## src/mlfq_pkg.sv

```systemverilog
// Shared types and constants of the thread scheduler.
`timescale 1ns / 1ps
package mlfq_pkg;

	localparam int TID_W = 6;
	localparam int PERIOD_W = 16;
	localparam int SWITCH_W = 32;
	localparam int CFG_IDX_W = 2;

	localparam logic [CFG_IDX_W-1:0] CFG_POLICY_MODE = 2'd0;
	localparam logic [CFG_IDX_W-1:0] CFG_AGING_PERIOD = 2'd1;
	localparam logic [CFG_IDX_W-1:0] CFG_MAIN_THREAD = 2'd2;

	typedef enum logic [2:0] {
		OP_CREATE = 3'd0,
		OP_TICK   = 3'd1,
		OP_YIELD  = 3'd2,
		OP_BLOCK  = 3'd3,
		OP_EXIT   = 3'd4,
		OP_WAKE   = 3'd5
	} opcode_t;

	typedef enum logic [1:0] {
		ST_ABSENT  = 2'd0,
		ST_READY   = 2'd1,
		ST_RUNNING = 2'd2,
		ST_BLOCKED = 2'd3
	} thr_state_t;

	typedef enum logic [1:0] {
		GO_PREEMPT = 2'd0,
		GO_YIELD   = 2'd1,
		GO_BLOCK   = 2'd2,
		GO_NONE    = 2'd3
	} go_kind_t;

	// Command broadcast to every cell of the ready list.
	typedef enum logic [2:0] {
		C_NOP = 3'd0,
		C_INS = 3'd1,
		C_REM = 3'd2,
		C_ROT = 3'd3,
		C_AGE = 3'd4
	} cell_op_t;

endpackage

```

## src/mlfq_cell.sv

```systemverilog
// One slot of the ready list: holds a queued thread and trades it with its neighbors.
`timescale 1ns / 1ps
module mlfq_cell #(
	parameter int IDX = 0,
	parameter int NCELL = 64,
	parameter int IDXW = 6,
	parameter int LVW = 2,
	parameter int RUNW = 16
) (
	input  logic                       clk,
	input  logic                       arst_n,
	input  mlfq_pkg::cell_op_t         cmd_op,
	input  logic [LVW-1:0]             cmd_lvl,
	input  logic [mlfq_pkg::TID_W-1:0] cmd_id,
	input  logic [RUNW-1:0]            cmd_runs,
	input  logic [IDXW-1:0]            cmd_pos,
	input  logic                       lf_vld,
	input  logic [mlfq_pkg::TID_W-1:0] lf_id,
	input  logic [LVW-1:0]             lf_lvl,
	input  logic [RUNW-1:0]            lf_runs,
	input  logic                       lf_cond,
	input  logic                       rt_vld,
	input  logic [mlfq_pkg::TID_W-1:0] rt_id,
	input  logic [LVW-1:0]             rt_lvl,
	input  logic [RUNW-1:0]            rt_runs,
	output logic                       vld,
	output logic [mlfq_pkg::TID_W-1:0] id,
	output logic [LVW-1:0]             lvl,
	output logic [RUNW-1:0]            runs,
	output logic                       cond
);
	import mlfq_pkg::*;

	logic                 vld_q;
	logic [TID_W-1:0]     id_q;
	logic [LVW-1:0]       lvl_q;
	logic [RUNW-1:0]      runs_q;
	logic                 at_or_after;

	// The list is kept sorted by level, so the insert point is where cond first rises.
	assign cond = !vld_q || (lvl_q > cmd_lvl);
	assign at_or_after = (IDXW'(IDX) >= cmd_pos);

	always_ff @(posedge clk or negedge arst_n) begin
		if (!arst_n) begin
			vld_q <= 1'b0;
		end else begin
			case (cmd_op)
				C_INS: begin
					if (lf_cond) begin
						vld_q <= lf_vld;
					end else if (cond) begin
						vld_q <= 1'b1;
					end
				end
				C_REM: begin
					if (at_or_after) begin
						vld_q <= (IDX == NCELL - 1) ? 1'b0 : rt_vld;
					end
				end
				C_ROT: begin
					vld_q <= rt_vld;
				end
				default: begin
				end
			endcase
		end
	end

	always_ff @(posedge clk) begin
		case (cmd_op)
			C_INS: begin
				if (lf_cond) begin
					id_q <= lf_id;
					lvl_q <= lf_lvl;
					runs_q <= lf_runs;
				end else if (cond) begin
					id_q <= cmd_id;
					lvl_q <= cmd_lvl;
					runs_q <= cmd_runs;
				end
			end
			C_REM: begin
				if (at_or_after) begin
					id_q <= rt_id;
					lvl_q <= rt_lvl;
					runs_q <= rt_runs;
				end
			end
			C_ROT: begin
				id_q <= rt_id;
				lvl_q <= rt_lvl;
				runs_q <= rt_runs;
			end
			C_AGE: begin
				lvl_q <= '0;
			end
			default: begin
			end
		endcase
	end

	assign vld = vld_q;
	assign id = id_q;
	assign lvl = lvl_q;
	assign runs = runs_q;

endmodule

```

## config.mk

```make
export PLATFORM = sky130hd
export DESIGN_NAME = mlfq_cell
export DESIGN_NICKNAME = d
export VERILOG_FILES = /design/src/mlfq_pkg.sv /design/src/mlfq_cell.sv
export SDC_FILE = /design/constraint.sdc
export NUM_CORES = 1
export LEC_CHECK = 0
export BUFFER_PORTS_ARGS = -buffer_cell sky130_fd_sc_hd__buf_2
export CAP_MARGIN = 15
export CORE_UTILIZATION = 40
export DETAILED_ROUTE_END_ITERATION = 7
export PLACE_DENSITY_LB_ADDON = 0.12
export SLEW_MARGIN = 20
export SYNTH_ARGS = -nofsm -noshare
export SYNTH_HDL_FRONTEND = slang
export SYNTH_SLANG_ARGS = --single-unit
```

## constraint.sdc

```tcl
create_clock -name clk -period 3.6 [get_ports clk]
set_clock_uncertainty 0.15 [all_clocks]
set_input_delay 1.08 -clock clk [delete_from_list [all_inputs] [get_ports clk]]
set_output_delay 1.08 -clock clk [all_outputs]
set_load 0.1 [all_outputs]
```

==> results of run 1 <==
[kinds of logic (layout without fill, tap and decap cells)]
| kind of cell | count (synthesis) | after routing | share of synthesized area [%] |
|---|---|---|---|
| fa+ha+maj | 2 | 2 | 1.71 |
| compound gates | 33 | 33 | 13.3 |
| simple gates | 35 | 35 | 10.5 |
| flops | 25 | 25 | 51.0 |
| mux | 24 | 24 | 16.4 |
| buf+inv | 13 | 123 | 7.02 |
[cells in the final DEF, fill, tap and decap left out, types with 2 or more instances in the layout]
master / Yosys / routed
buf_2: 0 / 110
o21ai_0: 21 / 21
o21ai_2: 3 / 3
mux2i_1: 24 / 24
nand2_1: 26 / 26
edfxtp_1: 24 / 24
a21oi_1: 2 / 2
clkbuf_4: 0 / 3
buf_4: 3 / 3
ha_1: 2 / 2
o31ai_1: 3 / 3
nand3_1: 2 / 2
nor2_1: 2 / 2
inv_1: 5 / 5
[stage by stage]
stage	utilization (%)	total power (uW)	setup WS, ns	cell area (um2)
floorplan	-	627	0.120	1460
global placement	59.6	709	0.308	2030
detailed placement	59.6	713	0.231	2030
CTS	60.3	836	0.230	2060
global route	60.3	869	0.130	2060
finish	60.3	830	0.241	2060
[worst register-to-register path, delay by kind of cell (launching register included)]
family	cells	cell delay [ns]
AND/OR/NAND/NOR	1	0.17
buffers and inverters	1	0.31
AO/OA/AOI/OAI	2	0.29
adder cells (fa/ha/maj)	1	0.31
flip-flops	1	0.45
[metal layers]
layer	global-route usage, %	wire [um]	up-vias
met5	0	0	-
met4	6.10	27	0
met3	4.56	228	2
met2	31.9	1630	60
met1	21.3	1400	585
li1	-	-	703
[cell type report]
class / instances / area share [%]
clock buffers: 4 / 1.28
inverters: 5 / 0.911
multi-input cells: 94 / 30.1
flip-flops and latches: 25 / 36.2
well taps: 46 / 2.79
repair buffers: 114 / 28.8
[final timing paths]
path / to / depth (start not counted) / start / slack (ns)
max: cond / 7 / cmd_lvl[1] / 0.24
min: vld / 1 / arst_n / 0.35
max reg2reg: runs[11] / 5 / lvl[1] / 1.60
min reg2reg: vld / 2 / vld / 0.43
max in group asynchronous: vld / 1 / arst_n / 2.87
min in group clk: vld / 2 / vld / 0.43
[power breakdown]
| group | internal [uW] | switching (uW) | leakage, uW |
|---|---|---|---|
| Combinational | 90.0 | 255 | 0.000749 |
| Sequential | 351 | 6.75 | 0.000238 |
| Clock | 43.2 | 83.4 | 0.0000150 |
[sequential cells by signal, indices dropped and copies added, names as in the netlist]
register and flops:
id 6, vld 1, lvl 2, runs 16
==> metrics.txt, run 1 <==
run status completed; Sequential Area 746 um2; biggest area contributors in the synthesized netlist edfxtp_1 (49%), mux2i_1 (16%), o21ai_0 (7.2%); required time of the critical path 2.37 ns; area added between synthesis and finish 41.0%; Final ANT Viol Nets 0; global-route wire length before repair 5580 um; I/O Pins 112; post-CTS setup buffer count 0; share of cells above drive strength 1 50.4%; final hold violation count 0; routed length per instance 11.4 um; area of combinational cells with multiple inputs 619 um2; TritonCTS Buffers 3; GR Overflow Total 0; pin count of the biggest net entering global routing 29; full die area 3900 um2; worst ir drop on vdd 0.234 mV; Slowest-stage cell, CP ha_1; filler cell count 344; area of the core 3420 um2; final worst hold slack 0.350 ns; overall routed net length 3280 um; MaxCap Viol Count 0; proportion of register bits with asynchronous set or reset after synthesis 4.00%; DRC 0; post-synthesis instance area 1460 um2; Longest Clk Path Bufs 2; count of non-filler cells in the finished layout 288; width of the chip 62.4 um; nets 331; Synth Warn # 0; most common flop cell mapped by yosys edfxtp_1; starting density of the core 42.8%; quantity of gates resized following cts 0; # port buffers 111; Antenna diodes 0; number of global-route vias before repair 1,292; static leakage power 0.00100 uW; endpoint kind of the worst setup timing path output pin; total placed cells including tap cells 284; overall track demand over capacity in global routing 18.1%; iteration-0 DRC count of the detailed router 54; endpoint arrival time on the critical path 2.13 ns; maximum fanout count along the critical path 2; row count 21; hold buffer count at CTS 0; total via count in the routed design 1,350; worst min path class in2async; instance count of the mapped netlist 132; CTS tree done; post-layout min period 3.36 ns; number of antenna violations at the first check in global routing 0; share of the clock period used by the worst path after layout 93.3%; total nets after synthesis 220; Clock Latency Late Sink 0.32 ns; power density of the placed cells 403 nW/um2; setup repair after global routing missed its margin no; final max-slew violation count 0; number of synthesized register bits 25; worst slew slack as a fraction of its limit 63.1%; clock input transition at the sequential cells of the worst setup and hold paths 0.14 ns; leading post-synthesis cells by instance count nand2_1 (26), edfxtp_1 (24), mux2i_1 (24), o21ai_0 (21), inv_1 (5); cell with the most instances after synthesis nand2_1; area fraction of the dominant cell type after synthesis 49.3%; number of detailed-routing iterations run before antenna repair 4; endpoints failing setup 0; number of unique standard cell types used by synthesis 25; startpoint type of the worst setup path input pin; mean cell area of the mapped netlist 11.1 um2; cell class contributing the biggest share of worst-path delay buffers and inverters; # H-tree levels 1; Least-Margin Pin Slew 0.553 ns; crit-path max cell delay 0.29 ns; root cell of the clock tree clkbuf_4; Die Height 62.4 um; Worst Path Buf+Inv 3; cell chain of the critical path buf_2 > inv_1 > ha_1 > nor2b_1 > o21ai_0 > nand2_1 > buf_12; count of flip-flops with a built-in enable after synthesis 24; highest clock frequency the design can meet 0.298 GHz; category of the critical setup timing path in2out; sequential fraction of the synthesis area 51.0%; cell type with the highest aggregate area in the netlist edfxtp_1; Via-to-Cell Ratio 4.69; half-perimeter wire length after detailed placement 2610 um; final total negative setup slack 0 ns; routability congestion estimate from global placement 0.758; clock sinks 25
Power figures use the tool's default switching activity.
==> run 2: changes to the inputs <==
--- a/config.mk
+++ b/config.mk
@@ -10,6 +10,7 @@
 export CORE_UTILIZATION = 40
 export DETAILED_ROUTE_END_ITERATION = 7
 export PLACE_DENSITY_LB_ADDON = 0.12
+export REMOVE_ABC_BUFFERS = 1
 export SLEW_MARGIN = 20
 export SYNTH_ARGS = -nofsm -noshare
 export SYNTH_HDL_FRONTEND = slang
==> metrics.txt, run 2 (synthesis results as in run 1) <==
I/O Pins 112 (unchanged); clock network power share 14.8% (was 15.3%); GR Overflow Total 0 (unchanged); starting density of the core 42.8% (unchanged); setup repair after global routing missed its margin no (unchanged); number of detailed-routing iterations run before antenna repair 4 (unchanged); Sequential Area 746 um2 (unchanged); filler cell count 323 (was 344); total via count in the routed design 1,355 (was 1,350); worst ir drop on vdd 0.208 mV (was 0.234 mV); DRC 0 (unchanged); Antenna diodes 0 (unchanged); half-perimeter wire length after detailed placement 2510 um (was 2610 um); Via-to-Cell Ratio 4.70 (was 4.69); root cell of the clock tree clkbuf_4 (unchanged); startpoint type of the worst setup path input pin (unchanged); endpoint kind of the worst setup timing path output pin (unchanged); part of the total power dissipated in combinational logic 41.8% (was 41.6%); area added between synthesis and finish 41.0% (unchanged); nets 331 (unchanged); Total Power Consumption 824 uW (was 830 uW); TritonCTS Buffers 3 (unchanged); Least-Margin Pin Slew 0.566 ns (was 0.553 ns); area of combinational cells with multiple inputs 619 um2 (unchanged); static leakage power 0.00100 uW (unchanged); # H-tree levels 1 (unchanged); final total negative setup slack 0 ns (unchanged); share of cells above drive strength 1 50.4% (unchanged); MaxCap Viol Count 0 (unchanged); clock input transition at the sequential cells of the worst setup and hold paths 0.13 ns (was 0.14 ns); most frequent cells in the layout buf_2 (110), nand2_1 (26), mux2i_1 (24), edfxtp_1 (24), o21ai_0 (21) (unchanged); number of flip-flops in the largest register 16 (unchanged); endpoint arrival time on the critical path 2.09 ns (was 2.13 ns); highest clock frequency the design can meet 0.302 GHz (was 0.298 GHz); sequential fraction of design power 43.4% (was 43.1%); pin count of the biggest net entering global routing 29 (unchanged); routability congestion estimate from global placement 0.768 (was 0.758); Post-Layout Inst Area 2060 um2 (unchanged); share of the clock period used by the worst path after layout 92.1% (was 93.3%); width of the chip 62.4 um (unchanged); Longest Clk Path Bufs 2 (unchanged); Clock Latency Late Sink 0.30 ns (was 0.32 ns); hold buffer count at CTS 0 (unchanged); CTS tree done (unchanged); switching share of total power 41.3% (was 41.6%); internal power 484 uW (about the same); maximum fanout count along the critical path 2 (unchanged); sw power 340 uW (was 345 uW); required time of the critical path 2.37 ns (about the same); # port buffers 111 (unchanged); Final ANT Viol Nets 0 (unchanged); routed length per instance 10.9 um (was 11.4 um); overall track demand over capacity in global routing 16.3% (was 18.1%); iteration-0 DRC count of the detailed router 16 (was 54); post-CTS setup buffer count 0 (unchanged); final worst hold slack 0.369 ns (was 0.350 ns); number of global-route vias before repair 1,249 (was 1,292); leading cell type in the layout, fill and taps excluded buf_2 (unchanged); global-route wire length before repair 5130 um (was 5580 um); overall routed net length 3150 um (was 3280 um); worst min path class in2async (unchanged); Placed Area 2030 um2 (unchanged); full die area 3900 um2 (unchanged); quantity of gates resized following cts 0 (unchanged); final max-slew violation count 0 (unchanged); clock sinks 25 (unchanged); row count 21 (unchanged); category of the critical setup timing path in2out (unchanged); area of the core 3420 um2 (unchanged); final hold violation count 0 (unchanged); run status completed (unchanged); endpoints failing setup 0 (unchanged); number of antenna violations at the first check in global routing 0 (unchanged); worst slew slack as a fraction of its limit 62.2% (was 63.1%); Die Height 62.4 um (unchanged); post-layout min period 3.32 ns (was 3.36 ns); power density of the placed cells 400 nW/um2 (was 403 nW/um2)
==> run 2: routing by layer <==
metal  part of all wire, %  global-route usage [%]
met1                    40                    18.3
met2                    52                    30.4
met3                   6.8                    3.47
met4                  0.67                    5.23
met5                     0                       0
==> run 2: layout make-up <==
class / count / share of cell area, %
sequential: 25 / 36.2
tap: 46 / 2.79
clock buffer: 4 / 1.28
multi-input combinational: 94 / 30.1
inverter: 5 / 0.911
timing repair buffer: 114 / 28.8
==> run 2: worst max-delay path: stages <==
cell and delay [ns]:
buf_2 0.09, inv_1 0.04, ha_1 0.29, nor2b_1 0.14, o21ai_0 0.16, nand2_1 0.12
buf_12 0.18
==> run 2: stage by stage <==
step / setup WS (ns) / utilization (%) / instances
2_1_floorplan: 0.120 / - / 124
3_3_place_gp: 0.295 / 59.6 / 284
3_5_place_dp: 0.284 / 59.6 / 284
4_1_cts: 0.284 / 60.3 / 288
5_1_grt: 0.183 / 60.3 / 288
6_report: 0.284 / 60.3 / 288
==> run 2: power by group through the flow <==
| stage | logic, uW | clock network [uW] | registers [uW] |
|---|---|---|---|
| after floorplan | 80.1 | 0 | 532 |
| after global placement | 345 | 0 | 364 |
| after detailed placement | 348 | 0 | 364 |
| after CTS | 348 | 127 | 358 |
| after global routing | 365 | 137 | 360 |
| final | 345 | 122 | 357 |
==> run 2: final timing paths <==
path                                 start    end  slack (ns)  cells past startpoint
min in group clk                       vld    vld        0.43                      2
worst max-delay path            cmd_lvl[1]   cond        0.28                      7
worst min register to register         vld    vld        0.43                      2
worst min-delay path                arst_n    vld        0.37                      1
worst max register to register      lvl[1]  id[5]        1.67                      5
max in group asynchronous           arst_n    vld        2.85                      1
